`config.mk`:
```
export PLATFORM = sky130hd
export DESIGN_NAME = dataflash_page_buffer_controller_top_flat
export DESIGN_NICKNAME = d
export VERILOG_FILES = /design/src/rtl/core/dfpb_pkg.sv /design/src/rtl/core/dfpb_in_if.sv /design/src/rtl/core/dfpb_out_if.sv /design/src/rtl/core/dfpb_div.sv /design/src/rtl/core/dataflash_page_buffer_controller_top.sv /design/src/flat_wrapper.sv
export SDC_FILE = /design/constraint.sdc
export NUM_CORES = 1
export LEC_CHECK = 0
export ABC_AREA = 1
export BUFFER_PORTS_ARGS = -buffer_cell sky130_fd_sc_hd__buf_2
export CAP_MARGIN = 25
export CORE_AREA = 2 2 218 220
export DETAILED_ROUTE_END_ITERATION = 10
export DIE_AREA = 0 0 220 222
export PLACE_DENSITY = 0.64
export REMOVE_ABC_BUFFERS = 1
export SETUP_SLACK_MARGIN = 0.1
export SYNTH_ARGS = -nofsm -noshare
export SYNTH_HDL_FRONTEND = slang
export SYNTH_HIERARCHICAL = 1
export SYNTH_SLANG_ARGS = --single-unit
```
`constraint.sdc`:
```
create_clock -name clk -period 6.92 [get_ports clk]
set_clock_uncertainty 0.2 [all_clocks]
set_input_delay 1.038 -clock clk [delete_from_list [all_inputs] [get_ports clk]]
set_output_delay 1.038 -clock clk [all_outputs]
set_load 0.05 [all_outputs]
```
`src/rtl/core/dfpb_pkg.sv`:
```
// Shared codes, control word type and microprogram of the page buffer controller.
`default_nettype none

package dfpb_pkg;

	localparam int MAX_REQUEST_DEF   = 2048;
	localparam int MAX_PAGES_DEF     = 8192;
	localparam int MAX_PAGE_SIZE_DEF = 1056;

	localparam int STEP_W = 5;

	// Request types.
	localparam logic [1:0] REQ_READ   = 2'd0;
	localparam logic [1:0] REQ_WRITE  = 2'd1;
	localparam logic [1:0] REQ_FLUSH  = 2'd2;
	localparam logic [1:0] REQ_REOPEN = 2'd3;

	// Command kinds on the result channel.
	localparam logic [2:0] K_TO_PAGE = 3'd0;
	localparam logic [2:0] K_TO_BUF  = 3'd1;
	localparam logic [2:0] K_WRBUF   = 3'd2;
	localparam logic [2:0] K_READ    = 3'd3;
	localparam logic [2:0] K_DONE    = 3'd4;

	// Register indexes of the configuration port.
	localparam logic [1:0] R_PAGE_SIZE    = 2'd0;
	localparam logic [1:0] R_PAGE_BITS    = 2'd1;
	localparam logic [1:0] R_PAGE_COUNT   = 2'd2;
	localparam logic [1:0] R_READ_VARIANT = 2'd3;

	// Datapath operations.
	localparam logic [3:0] OP_NONE    = 4'd0;
	localparam logic [3:0] OP_LOAD    = 4'd1;
	localparam logic [3:0] OP_FSIZE   = 4'd2;
	localparam logic [3:0] OP_LEN     = 4'd3;
	localparam logic [3:0] OP_PLACE   = 4'd4;
	localparam logic [3:0] OP_CHUNK   = 4'd5;
	localparam logic [3:0] OP_WB      = 4'd6;
	localparam logic [3:0] OP_LOADBUF = 4'd7;
	localparam logic [3:0] OP_REOPEN  = 4'd8;
	localparam logic [3:0] OP_WRITE   = 4'd9;
	localparam logic [3:0] OP_READ    = 4'd10;

	// Jump conditions.
	localparam logic [3:0] C_NEVER   = 4'd0;
	localparam logic [3:0] C_ALWAYS  = 4'd1;
	localparam logic [3:0] C_NOIN    = 4'd2;
	localparam logic [3:0] C_DIVBUSY = 4'd3;
	localparam logic [3:0] C_WR      = 4'd4;
	localparam logic [3:0] C_FL      = 4'd5;
	localparam logic [3:0] C_RO      = 4'd6;
	localparam logic [3:0] C_CLEAN   = 4'd7;
	localparam logic [3:0] C_OUTSIDE = 4'd8;
	localparam logic [3:0] C_LENZERO = 4'd9;
	localparam logic [3:0] C_SAME    = 4'd10;

	// Page sources for emitted commands.
	localparam logic [1:0] PG_ZERO = 2'd0;
	localparam logic [1:0] PG_BUF  = 2'd1;
	localparam logic [1:0] PG_WORK = 2'd2;

	typedef struct packed {
		logic [3:0]        op;
		logic              emit;
		logic [2:0]        kind;
		logic [1:0]        psrc;
		logic [3:0]        cond;
		logic [STEP_W-1:0] target;
	} ucode_t;

	function automatic ucode_t mk(input logic [3:0] op, input logic emit,
			input logic [2:0] kind, input logic [1:0] psrc, input logic [3:0] cond,
			input int target);
		ucode_t w;
		w.op     = op;
		w.emit   = emit;
		w.kind   = kind;
		w.psrc   = psrc;
		w.cond   = cond;
		w.target = STEP_W'(target);
		return w;
	endfunction

	// The microprogram. Step 0 waits for a request; step 18 sends the done word.
	function automatic ucode_t ucode(input logic [STEP_W-1:0] step);
		ucode_t w;
		case (step)
			5'd0:    w = mk(OP_LOAD,    1'b0, K_DONE,    PG_ZERO, C_NOIN,    0);
			5'd1:    w = mk(OP_FSIZE,   1'b0, K_DONE,    PG_ZERO, C_NEVER,   0);
			5'd2:    w = mk(OP_LEN,     1'b0, K_DONE,    PG_ZERO, C_NEVER,   0);
			5'd3:    w = mk(OP_NONE,    1'b0, K_DONE,    PG_ZERO, C_DIVBUSY, 3);
			5'd4:    w = mk(OP_PLACE,   1'b0, K_DONE,    PG_ZERO, C_WR,      12);
			5'd5:    w = mk(OP_NONE,    1'b0, K_DONE,    PG_ZERO, C_CLEAN,   7);
			5'd6:    w = mk(OP_WB,      1'b1, K_TO_PAGE, PG_BUF,  C_NEVER,   0);
			5'd7:    w = mk(OP_NONE,    1'b0, K_DONE,    PG_ZERO, C_FL,      18);
			5'd8:    w = mk(OP_NONE,    1'b0, K_DONE,    PG_ZERO, C_RO,      11);
			5'd9:    w = mk(OP_NONE,    1'b0, K_DONE,    PG_ZERO, C_OUTSIDE, 18);
			5'd10:   w = mk(OP_READ,    1'b1, K_READ,    PG_WORK, C_ALWAYS,  18);
			5'd11:   w = mk(OP_REOPEN,  1'b1, K_TO_BUF,  PG_ZERO, C_ALWAYS,  18);
			5'd12:   w = mk(OP_CHUNK,   1'b0, K_DONE,    PG_ZERO, C_LENZERO, 18);
			5'd13:   w = mk(OP_NONE,    1'b0, K_DONE,    PG_ZERO, C_SAME,    17);
			5'd14:   w = mk(OP_NONE,    1'b0, K_DONE,    PG_ZERO, C_CLEAN,   16);
			5'd15:   w = mk(OP_WB,      1'b1, K_TO_PAGE, PG_BUF,  C_NEVER,   0);
			5'd16:   w = mk(OP_LOADBUF, 1'b1, K_TO_BUF,  PG_WORK, C_NEVER,   0);
			5'd17:   w = mk(OP_WRITE,   1'b1, K_WRBUF,   PG_ZERO, C_ALWAYS,  12);
			5'd18:   w = mk(OP_NONE,    1'b1, K_DONE,    PG_ZERO, C_ALWAYS,  0);
			default: w = mk(OP_NONE,    1'b0, K_DONE,    PG_ZERO, C_ALWAYS,  0);
		endcase
		return w;
	endfunction

endpackage

`default_nettype wire

```
`src/rtl/core/dfpb_in_if.sv`:
```
// Request channel: valid/ready handshake carrying one file request.
`default_nettype none

interface dfpb_in_if;
	logic        valid;
	logic        ready;
	logic [1:0]  req_type;
	logic [23:0] position;
	logic [11:0] request_length;

	modport source (output valid, req_type, position, request_length, input ready);
	modport sink (input valid, req_type, position, request_length, output ready);
endinterface

`default_nettype wire

```
`src/rtl/core/dfpb_out_if.sv`:
```
// Command channel: valid/ready handshake carrying one flash command word.
`default_nettype none

interface dfpb_out_if;
	logic        valid;
	logic        ready;
	logic [2:0]  cmd_kind;
	logic [7:0]  addr_byte_high;
	logic [7:0]  addr_byte_mid;
	logic [7:0]  addr_byte_low;
	logic [12:0] page_index;
	logic [10:0] byte_offset;
	logic [11:0] transfer_length;
	logic [2:0]  dummy_bytes;
	logic        last;

	modport source (output valid, cmd_kind, addr_byte_high, addr_byte_mid, addr_byte_low,
		page_index, byte_offset, transfer_length, dummy_bytes, last, input ready);
	modport sink (input valid, cmd_kind, addr_byte_high, addr_byte_mid, addr_byte_low,
		page_index, byte_offset, transfer_length, dummy_bytes, last, output ready);
endinterface

`default_nettype wire

```
`src/rtl/core/dfpb_div.sv`:
```
// Restoring divider, one quotient bit per cycle, splitting a position into page and offset.
`default_nettype none

module dfpb_div import dfpb_pkg::*; #(
	parameter int QW = 13
) (
	input  wire logic          clk,
	input  wire logic          arst_n,
	input  wire logic          start,
	input  wire logic [23:0]   dividend,
	input  wire logic [10:0]   divisor,
	output logic               busy,
	output logic [QW-1:0]      quot,
	output logic [10:0]        rem
);

	localparam int CW = $clog2(QW + 1);

	logic [CW-1:0] cnt_q;
	logic [QW-1:0] quot_q;
	logic [10:0]   rem_q;
	logic [10:0]   divisor_q;
	logic [11:0]   trial;
	logic          ge;
	logic [23:0]   high_part;

	assign high_part = dividend >> QW;
	assign trial     = {rem_q, quot_q[QW-1]};
	assign ge        = trial >= {1'b0, divisor_q};
	assign busy      = cnt_q != '0;
	assign quot      = quot_q;
	assign rem       = rem_q;

	always_ff @(posedge clk or negedge arst_n) begin
		if (!arst_n) begin
			cnt_q <= '0;
		end else if (start) begin
			cnt_q <= CW'(QW);
		end else if (busy) begin
			cnt_q <= cnt_q - 1'b1;
		end
	end

	always_ff @(posedge clk) begin
		if (start) begin
			rem_q     <= high_part[10:0];
			quot_q    <= dividend[QW-1:0];
			divisor_q <= divisor;
		end else if (busy) begin
			rem_q  <= ge ? 11'(trial - {1'b0, divisor_q}) : trial[10:0];
			quot_q <= QW'({quot_q, ge});
		end
	end

endmodule

`default_nettype wire

```
`src/rtl/core/dataflash_page_buffer_controller_top.sv`:
```
// Top level of the page buffer controller: configuration, sequencer and datapath.
// Usage
// The block turns byte-file requests on the request channel (read, write, flush, reopen
// at page zero, with a byte position and a length) into flash commands on the command
// channel. Each command word carries its kind, the three packed address bytes, page,
// offset, data length and dummy byte count; every request ends with a done word whose
// last flag is set and whose length is the number of bytes transferred.
// Configuration (page size, page address bits, page count, read variant) is written
// through the APB port at byte addresses 0, 4, 8 and 12; the user must write it only
// while the block is idle, as the block itself does not enforce this. A request is
// accepted only while the sequencer sits at its wait step, so the block works on one
// request at a time. Its first command word waits on the bit-serial divider that splits
// the position into page and offset (QW quotient bits, 13 at the default page limit);
// each further page that a write crosses costs a write-back, a page load and a buffer
// write at one word per step. The next request can be taken in the cycle after the done
// word has been loaded into the output register.
// Commands wait in a single output register; while the receiver stalls, the sequencer
// holds at its emitting step and resumes as soon as the word is taken.
// Reset clears the configuration to its defaults, marks page zero as held in the buffer
// and the buffer as clean; no clearing pass is needed.
`default_nettype none

module dataflash_page_buffer_controller_top import dfpb_pkg::*; #(
	parameter int MAX_REQUEST   = MAX_REQUEST_DEF,
	parameter int MAX_PAGES     = MAX_PAGES_DEF,
	parameter int MAX_PAGE_SIZE = MAX_PAGE_SIZE_DEF
) (
	input  wire logic        clk,
	input  wire logic        arst_n,
	dfpb_in_if.sink          request,
	dfpb_out_if.source       command,
	input  wire logic        psel,
	input  wire logic        penable,
	input  wire logic        pwrite,
	input  wire logic [3:0]  paddr,
	input  wire logic [31:0] pwdata,
	output logic [31:0]      prdata,
	output logic             pready
);

	// Quotient width of the position split: enough bits for the largest page index.
	localparam int QW = (MAX_PAGES > 1) ? $clog2(MAX_PAGES) : 1;

	// Configuration registers.
	logic [10:0] page_size_q;
	logic [3:0]  page_bits_q;
	logic [13:0] page_count_q;
	logic        read_variant_q;

	// Sequencer and persistent state.
	logic [STEP_W-1:0] step_q;
	logic              dirty_q;
	logic [12:0]       buf_page_q;

	// Working registers of the current request.
	logic [1:0]  type_q;
	logic [23:0] pos_q;
	logic [11:0] req_q;
	logic [24:0] fsize_q;
	logic        inside_q;
	logic [11:0] len_q;
	logic [11:0] total_q;
	logic [12:0] pg_q;
	logic [10:0] off_q;
	logic [11:0] chunk_q;

	// Output register.
	logic        out_valid_q;
	logic [2:0]  out_kind_q;
	logic [7:0]  out_high_q;
	logic [7:0]  out_mid_q;
	logic [7:0]  out_low_q;
	logic [12:0] out_page_q;
	logic [10:0] out_off_q;
	logic [11:0] out_len_q;
	logic [2:0]  out_dummy_q;
	logic        out_last_q;

	ucode_t      ctrl;
	logic        adv;
	logic        take;
	logic        cond_true;
	logic        cfg_wr;

	logic [10:0] ps_eff;
	logic [3:0]  pb_eff;
	logic [13:0] pc_eff;
	logic [24:0] room_file;
	logic [11:0] room_page;

	logic          div_busy;
	logic [QW-1:0] div_quot;
	logic [10:0]   div_rem;

	logic [12:0] e_page;
	logic [10:0] e_off;
	logic [11:0] e_len;
	logic [2:0]  e_dummy;
	logic [7:0]  e_high;
	logic [7:0]  e_mid;
	logic [7:0]  e_low;

	// ---------------------------------------------------------------- configuration
	assign pready = 1'b1;
	assign cfg_wr = psel && penable && pwrite && pready;

	always_ff @(posedge clk or negedge arst_n) begin
		if (!arst_n) begin
			page_size_q    <= 11'd264;
			page_bits_q    <= 4'd9;
			page_count_q   <= 14'd2048;
			read_variant_q <= 1'b0;
		end else if (cfg_wr) begin
			case (paddr[3:2])
				R_PAGE_SIZE:    page_size_q    <= pwdata[10:0];
				R_PAGE_BITS:    page_bits_q    <= pwdata[3:0];
				R_PAGE_COUNT:   page_count_q   <= pwdata[13:0];
				R_READ_VARIANT: read_variant_q <= pwdata[0];
				default:        read_variant_q <= read_variant_q;
			endcase
		end
	end

	always_comb begin
		case (paddr[3:2])
			R_PAGE_SIZE:    prdata = {21'd0, page_size_q};
			R_PAGE_BITS:    prdata = {28'd0, page_bits_q};
			R_PAGE_COUNT:   prdata = {18'd0, page_count_q};
			R_READ_VARIANT: prdata = {31'd0, read_variant_q};
			default:        prdata = '0;
		endcase
	end

	// Registers outside their legal range saturate into it.
	always_comb begin
		ps_eff = page_size_q;
		if (page_size_q < 11'd256) begin
			ps_eff = 11'd256;
		end else if ({21'd0, page_size_q} > 32'(MAX_PAGE_SIZE)) begin
			ps_eff = 11'(MAX_PAGE_SIZE);
		end
		pb_eff = page_bits_q;
		if (page_bits_q < 4'd9) begin
			pb_eff = 4'd9;
		end else if (page_bits_q > 4'd11) begin
			pb_eff = 4'd11;
		end
		pc_eff = page_count_q;
		if (page_count_q == '0) begin
			pc_eff = 14'd1;
		end else if ({18'd0, page_count_q} > 32'(MAX_PAGES)) begin
			pc_eff = 14'(MAX_PAGES);
		end
	end

	// ---------------------------------------------------------------- sequencer
	assign ctrl          = ucode(step_q);
	assign request.ready = ctrl.op == OP_LOAD;
	assign take          = request.valid && request.ready;

	// An emitting step waits while the output register is full and not being taken.
	assign adv = !(ctrl.emit && out_valid_q && !command.ready);

	always_comb begin
		case (ctrl.cond)
			C_NEVER:   cond_true = 1'b0;
			C_ALWAYS:  cond_true = 1'b1;
			C_NOIN:    cond_true = !request.valid;
			C_DIVBUSY: cond_true = div_busy;
			C_WR:      cond_true = type_q == REQ_WRITE;
			C_FL:      cond_true = type_q == REQ_FLUSH;
			C_RO:      cond_true = type_q == REQ_REOPEN;
			C_CLEAN:   cond_true = !dirty_q;
			C_OUTSIDE: cond_true = !inside_q;
			C_LENZERO: cond_true = len_q == '0;
			C_SAME:    cond_true = pg_q == buf_page_q;
			default:   cond_true = 1'b0;
		endcase
	end

	always_ff @(posedge clk or negedge arst_n) begin
		if (!arst_n) begin
			step_q <= '0;
		end else if (adv) begin
			step_q <= cond_true ? ctrl.target : step_q + 1'b1;
		end
	end

	// ---------------------------------------------------------------- datapath
	dfpb_div #(
		.QW(QW)
	) u_div (
		.clk      (clk),
		.arst_n   (arst_n),
		.start    (ctrl.op == OP_FSIZE),
		.dividend (pos_q),
		.divisor  (ps_eff),
		.busy     (div_busy),
		.quot     (div_quot),
		.rem      (div_rem)
	);

	assign room_file = fsize_q - {1'b0, pos_q};
	assign room_page = 12'(ps_eff) - 12'(off_q);

	// Buffered page and dirty mark survive between requests.
	always_ff @(posedge clk or negedge arst_n) begin
		if (!arst_n) begin
			dirty_q    <= 1'b0;
			buf_page_q <= '0;
		end else if (adv) begin
			case (ctrl.op)
				OP_WB:      dirty_q    <= 1'b0;
				OP_LOADBUF: buf_page_q <= pg_q;
				OP_REOPEN:  buf_page_q <= '0;
				OP_WRITE:   dirty_q    <= 1'b1;
				default:    dirty_q    <= dirty_q;
			endcase
		end
	end

	always_ff @(posedge clk) begin
		if (adv) begin
			case (ctrl.op)
				OP_LOAD: begin
					if (take) begin
						type_q  <= request.req_type;
						pos_q   <= request.position;
						total_q <= '0;
						if ({2'b0, request.request_length} > 14'(MAX_REQUEST)) begin
							req_q <= 12'(MAX_REQUEST);
						end else begin
							req_q <= request.request_length;
						end
					end
				end
				OP_FSIZE: fsize_q <= 25'({14'd0, ps_eff} * {11'd0, pc_eff});
				OP_LEN: begin
					inside_q <= {1'b0, pos_q} < fsize_q;
					if ({1'b0, pos_q} >= fsize_q) begin
						len_q <= '0;
					end else if ({13'd0, req_q} < room_file) begin
						len_q <= req_q;
					end else begin
						len_q <= room_file[11:0];
					end
				end
				OP_PLACE: begin
					pg_q  <= 13'(div_quot);
					off_q <= div_rem;
				end
				OP_CHUNK: chunk_q <= (len_q < room_page) ? len_q : room_page;
				OP_READ:  total_q <= len_q;
				OP_WRITE: begin
					// The next chunk starts at the head of the following page.
					len_q   <= len_q - chunk_q;
					total_q <= total_q + chunk_q;
					pg_q    <= pg_q + 1'b1;
					off_q   <= '0;
				end
				default: total_q <= total_q;
			endcase
		end
	end

	// ---------------------------------------------------------------- command word
	always_comb begin
		case (ctrl.psrc)
			PG_BUF:  e_page = buf_page_q;
			PG_WORK: e_page = pg_q;
			default: e_page = '0;
		endcase
		e_off = (ctrl.kind == K_WRBUF || ctrl.kind == K_READ) ? off_q : '0;
		case (ctrl.kind)
			K_WRBUF: e_len = chunk_q;
			K_READ:  e_len = len_q;
			K_DONE:  e_len = total_q;
			default: e_len = '0;
		endcase
		if (ctrl.kind == K_READ) begin
			e_dummy = read_variant_q ? 3'd1 : 3'd4;
		end else begin
			e_dummy = '0;
		end
		// Page bits above the in-page offset field go to the high byte, the rest
		// share the middle byte with the top of the offset.
		case (pb_eff)
			4'd10: begin
				e_high = 8'(e_page >> 6);
				e_mid  = 8'({e_page, 2'b0} + {12'd0, e_off[10:8]});
			end
			4'd11: begin
				e_high = 8'(e_page >> 5);
				e_mid  = 8'({e_page, 3'b0} + {13'd0, e_off[10:8]});
			end
			default: begin
				e_high = 8'(e_page >> 7);
				e_mid  = 8'({e_page, 1'b0} + {11'd0, e_off[10:8]});
			end
		endcase
		e_low = e_off[7:0];
		if (ctrl.kind == K_DONE) begin
			e_high = '0;
			e_mid  = '0;
			e_low  = '0;
		end
	end

	always_ff @(posedge clk or negedge arst_n) begin
		if (!arst_n) begin
			out_valid_q <= 1'b0;
		end else if (ctrl.emit && adv) begin
			out_valid_q <= 1'b1;
		end else if (command.ready) begin
			out_valid_q <= 1'b0;
		end
	end

	always_ff @(posedge clk) begin
		if (ctrl.emit && adv) begin
			out_kind_q  <= ctrl.kind;
			out_high_q  <= e_high;
			out_mid_q   <= e_mid;
			out_low_q   <= e_low;
			out_page_q  <= e_page;
			out_off_q   <= e_off;
			out_len_q   <= e_len;
			out_dummy_q <= e_dummy;
			out_last_q  <= ctrl.kind == K_DONE;
		end
	end

	assign command.valid           = out_valid_q;
	assign command.cmd_kind        = out_kind_q;
	assign command.addr_byte_high  = out_high_q;
	assign command.addr_byte_mid   = out_mid_q;
	assign command.addr_byte_low   = out_low_q;
	assign command.page_index      = out_page_q;
	assign command.byte_offset     = out_off_q;
	assign command.transfer_length = out_len_q;
	assign command.dummy_bytes     = out_dummy_q;
	assign command.last            = out_last_q;

	// ---------------------------------------------------------------- assertions
	// A chunk is only ever written into the page that the buffer holds.
	assert property (@(posedge clk) disable iff (!arst_n)
		(ctrl.emit && adv && ctrl.kind == K_WRBUF) |-> (pg_q == buf_page_q))
		else $error("buffer write issued for a page that is not loaded");

	// The position split must be complete before page and offset are taken.
	assert property (@(posedge clk) disable iff (!arst_n)
		(ctrl.op == OP_PLACE) |-> !div_busy)
		else $error("page and offset taken from an unfinished division");

	// Every buffer write moves at least one byte, or the write loop would not end.
	assert property (@(posedge clk) disable iff (!arst_n)
		(ctrl.emit && adv && ctrl.kind == K_WRBUF) |-> (chunk_q != '0))
		else $error("empty buffer write chunk");

	// After a buffer write the buffer is marked dirty.
	assert property (@(posedge clk) disable iff (!arst_n)
		(ctrl.emit && adv && ctrl.kind == K_WRBUF) |=> dirty_q)
		else $error("buffer not marked dirty after a write");

endmodule

`default_nettype wire
```
`src/flat_wrapper.sv`:
```
// flat-port wrapper written by rule: the top's interface ports become plain ports
module dataflash_page_buffer_controller_top_flat import dfpb_pkg::*;
#(
	parameter int MAX_REQUEST   = MAX_REQUEST_DEF,
	parameter int MAX_PAGES     = MAX_PAGES_DEF,
	parameter int MAX_PAGE_SIZE = MAX_PAGE_SIZE_DEF
)
  (clk, arst_n, psel, penable, pwrite, paddr, pwdata, prdata, pready, request_valid, request_req_type, request_position, request_request_length, request_ready, command_valid, command_cmd_kind, command_addr_byte_high, command_addr_byte_mid, command_addr_byte_low, command_page_index, command_byte_offset, command_transfer_length, command_dummy_bytes, command_last, command_ready);
  dfpb_in_if request_i ();
  dfpb_out_if command_i ();
  input  wire logic clk;
  input  wire logic arst_n;
  input  wire logic psel;
  input  wire logic penable;
  input  wire logic pwrite;
  input  wire logic [3:0] paddr;
  input  wire logic [31:0] pwdata;
  output logic [31:0] prdata;
  output logic pready;
  input wire logic [$bits(request_i.valid)-1:0] request_valid;
  input wire logic [$bits(request_i.req_type)-1:0] request_req_type;
  input wire logic [$bits(request_i.position)-1:0] request_position;
  input wire logic [$bits(request_i.request_length)-1:0] request_request_length;
  output wire logic [$bits(request_i.ready)-1:0] request_ready;
  output wire logic [$bits(command_i.valid)-1:0] command_valid;
  output wire logic [$bits(command_i.cmd_kind)-1:0] command_cmd_kind;
  output wire logic [$bits(command_i.addr_byte_high)-1:0] command_addr_byte_high;
  output wire logic [$bits(command_i.addr_byte_mid)-1:0] command_addr_byte_mid;
  output wire logic [$bits(command_i.addr_byte_low)-1:0] command_addr_byte_low;
  output wire logic [$bits(command_i.page_index)-1:0] command_page_index;
  output wire logic [$bits(command_i.byte_offset)-1:0] command_byte_offset;
  output wire logic [$bits(command_i.transfer_length)-1:0] command_transfer_length;
  output wire logic [$bits(command_i.dummy_bytes)-1:0] command_dummy_bytes;
  output wire logic [$bits(command_i.last)-1:0] command_last;
  input wire logic [$bits(command_i.ready)-1:0] command_ready;
  assign request_i.valid = request_valid;
  assign request_i.req_type = request_req_type;
  assign request_i.position = request_position;
  assign request_i.request_length = request_request_length;
  assign request_ready = request_i.ready;
  assign command_valid = command_i.valid;
  assign command_cmd_kind = command_i.cmd_kind;
  assign command_addr_byte_high = command_i.addr_byte_high;
  assign command_addr_byte_mid = command_i.addr_byte_mid;
  assign command_addr_byte_low = command_i.addr_byte_low;
  assign command_page_index = command_i.page_index;
  assign command_byte_offset = command_i.byte_offset;
  assign command_transfer_length = command_i.transfer_length;
  assign command_dummy_bytes = command_i.dummy_bytes;
  assign command_last = command_i.last;
  assign command_i.ready = command_ready;
  dataflash_page_buffer_controller_top #(.MAX_REQUEST(MAX_REQUEST), .MAX_PAGES(MAX_PAGES), .MAX_PAGE_SIZE(MAX_PAGE_SIZE)) u_core (.clk(clk), .arst_n(arst_n), .request(request_i), .command(command_i), .psel(psel), .penable(penable), .pwrite(pwrite), .paddr(paddr), .pwdata(pwdata), .prdata(prdata), .pready(pready));
endmodule
```
==> results.cfg <==
[power]
switching_share_pct = 50.3
internal_power_mw = 6.13
p_sw_mw = 6.22
power.share.clock_pct = 14.1
finalPower_mw = 12.3
power_frac_comb_pct = 58.8
peakVddDrop_mv = 0.371
p_seq_share_pct = 27.1
leakage_nw = 12.4
power_density_mw_per_mm2 = 491

[synth]
syn_inst = 2755
synth.ff_latch_count = 279
yosys_warnings = 6
synthFlopType = edfxtp_1
yosys-top-cells-count = 632 x nand2_1, 516 x inv_1, 272 x nor2_1
async_reset_ff_share_pct = 19.4
syn_avg_cell_area_sq_um = 8.21
ys_top_cells_by_area = edfxtp_1 30%, nand2_1 10%, fa_1 10%, ha_1 9.4%, inv_1 8.6%
yosysMostFrequentCell = nand2_1
seq_area_frac_synth_pct = 35.9
synth_top_area_share_pct = 29.9
yosysUniqueCellTypes = 65
netlist_area_sq_mm = 0.0226
yosysTopAreaCell = edfxtp_1
synth-edff-count = 225

[setup_path]
cp-endpoint = u_core/fsize_q[21]$_DFFE_PP_
r2r_cells = 24
cp_data_arrival_time_ns = 6.49
worstSetupPathType = reg -> reg
crit_path_start_kind = register
crit_required_ns = 7.00
crit_path_start = u_core/page_count_q[1]$_DFFE_PN0P_
end_kind = register
r2r_end = u_core/fsize_q[21]$_DFFE_PP_
r2r_start = u_core/page_count_q[1]$_DFFE_PN0P_
rrSetupSlack_ns = 0.52
cp_max_fo = 10

[grt]
grt_first_pass_wirelength_mm = 95.5
grt_max_degree = 67
antenna_found_initial = 0
gr-total-overflow = 0
track_usage_pct = 24.8
grt_pass1_vias = 18606

[cells_and_area]
design_area_sq_mm = 0.0252
num_antenna_cells = 0
drive_gt1_share_pct = 11.9
final_util_pct = 54.4
area_growth_pct = 11.3
final_cells = 3550
nets = 3282

[sta]
finalCriticalPeriod_ns = 6.40
fin_crit_sh_pct = 92.6
fmax_mhz = 156
hold_viol_final = 0
worstMarginPinSlew_ns = 0.966
relSlewSlack_pct = 35.5
rsz0062_at_grt = yes
finalWorstSetupSlack_ns = 0.515
drv_slew = 0
hold_slack_ns = 0.287
tns_ns = 0
finalSetupViolCount = 0

[flow_run]
drv_cap = 0

[die]
die_area_sq_mm = 0.0488
core-area_sq_mm = 0.0463
die_w_um = 220
rows = 79
start_util_pct = 48.9
io_pins = 183
die_h_um = 222

[cts]
clock_sinks = 279
worstSkewPairLatency_ns = 0.56
h-tree-depth = 2
cts.clk_slew.worst_paths_ns = 0.05
clockBufferDepth = 3
cts_setup_buffers = 0
clk_root_buffer_cell = clkbuf_16
cts_tree = done
cts-buffers-inserted = 34

[placed_design]
port_buffers = 142
gp_routability_congestion = 0.935
hpwl_mm = 47.6
dp_cells = 3487
dp_slack_ns = 0.317
place_area_sq_mm = 0.0240

[drt]
wl_per_cell_um = 16.8
drcViolationCount = 0
routed_wl_mm = 59.5
num_vias = 18618
dr.pass1.iters = 8
drtIter0Drc = 1361
drtAntennaViolNets = 0
routed_via_density = 5.24

[run_status]
status = complete, no violations

[min_path]
min_path_type = reg -> reg
[area by class of cell]
| class | count | area, sq um |
|---|---|---|
| fillers | 4250 | 21100 |
| multi-input cells | 1881 | 12200 |
| flip-flops and latches | 279 | 8110 |
| inverters | 545 | 2050 |
| repair buffers | 177 | 1010 |
| clock buffers | 48 | 945 |
| well taps | 607 | 759 |
| clock inverters | 13 | 143 |
[layout by cell type (no fill, tap or decap), types with 11 or more instances in the layout]
cell type / n
conb_1: 20
o22ai_1: 35
nor2_1: 265
nand2_2: 30
clkbuf_16: 35
dfrtp_1: 49
inv_1: 514
a21oi_1: 134
ha_1: 170
nand3_1: 113
xor2_1: 49
buf_2: 142
nor2_2: 19
inv_2: 27
nor3_1: 23
buf_4: 33
fa_1: 113
edfxtp_1: 225
xnor2_1: 28
nand4_1: 28
clkbuf_1: 11
o21ai_0: 84
o221ai_1: 14
nand2_1: 632
o21ai_1: 12
[flip-flops by register name, indices dropped and copies added (netlist names), 5 cells and up]
| name | cells |
|---|---|
| u_core/len_q | 12 |
| u_core/command.page_index | 13 |
| u_core/u_div/quot | 13 |
| u_core/req_q | 12 |
| u_core/command.addr_byte_mid | 8 |
| u_core/page_size_q | 11 |
| u_core/pg_q | 13 |
| u_core/pos_q | 24 |
| u_core/total_q | 12 |
| u_core/command.addr_byte_high | 8 |
| u_core/u_div/rem | 11 |
| u_core/buf_page_q | 13 |
| u_core/command.transfer_length | 12 |
| u_core/command.byte_offset | 11 |
| u_core/page_count_q | 14 |
| u_core/fsize_q | 25 |
| u_core/step_q | 5 |
| u_core/command.addr_byte_low | 8 |
| u_core/off_q | 11 |
| u_core/chunk_q | 12 |
| u_core/u_div/divisor_q | 11 |
[power by group through the flow]
stage | Sequential [mW] | Combinational, mW | Clock [mW]
2_1_floorplan | 3.90 | 4.70 | 0
3_3_place_gp | 3.38 | 7.07 | 0
6_report | 3.35 | 7.26 | 1.74
4_1_cts | 3.36 | 7.23 | 1.78
3_5_place_dp | 3.39 | 7.19 | 0
5_1_grt | 3.42 | 8.15 | 1.85
[routing by layer]
layer	wire, um	share of wire (%)	GRT usage [%]
met1	25000	42	31.6
met2	29800	50	43.3
met3	2890	4.9	3.09
met5	0	0	0
met4	1800	3.0	8.36
[logic make-up after synthesis]
family / share of synthesized area, %
and+or+nand+nor: 22.1
buffers and inverters: 10.9
AOI/OAI and AO/OA: 8.68
adders and majority gates: 19.4
DFF: 35.9
xor gates and xnor gates: 2.98
other: 0.0332
[worst max-delay path, cell delays in order (launching register included)]
cell and delay, ns:
dfrtp_1 0.44, nor4_1 0.34, nand4_1 0.16, nand2_1 0.13, inv_2 0.11, nor2_1 0.27
inv_2 0.16, nor2_1 0.16, fa_1 0.46, fa_1 0.53, fa_1 0.52, fa_1 0.54
inv_1 0.05, fa_1 0.53, inv_1 0.04, ha_1 0.34, nand2_1 0.10, nor2_2 0.17
inv_1 0.08, o21ai_2 0.22, a21boi_1 0.13, o21ai_1 0.20, nand3_1 0.10, nand2_1 0.08
xor2_1 0.07
[what timing repair did]
action | 4_1_cts | 5_1_grt
resized for setup | 0 | 10
endpoints found under the setup margin | 0 | 7
hold buffers | 0 | 0
[how the worst min path moves through the flow]
stage	from	end	slack (ns)	depth (start not counted)
after detailed placement	u_core/page_count_q[6]$_DFFE_PN0P_	u_core/page_count_q[6]$_DFFE_PN0P_	0.27	2
after floorplan	u_core/u_div/cnt_q[1]$_DFFE_PN0P_	u_core/u_div/cnt_q[1]$_DFFE_PN0P_	0.25	2
after CTS	u_core/page_count_q[6]$_DFFE_PN0P_	u_core/page_count_q[6]$_DFFE_PN0P_	0.29	2
after global placement	u_core/u_div/cnt_q[1]$_DFFE_PN0P_	u_core/u_div/cnt_q[1]$_DFFE_PN0P_	0.27	2
after global routing	u_core/page_size_q[4]$_DFFE_PN0P_	u_core/page_size_q[4]$_DFFE_PN0P_	0.31	2
final	u_core/page_count_q[6]$_DFFE_PN0P_	u_core/page_count_q[6]$_DFFE_PN0P_	0.29	2
(Power assumes the default switching activity.)
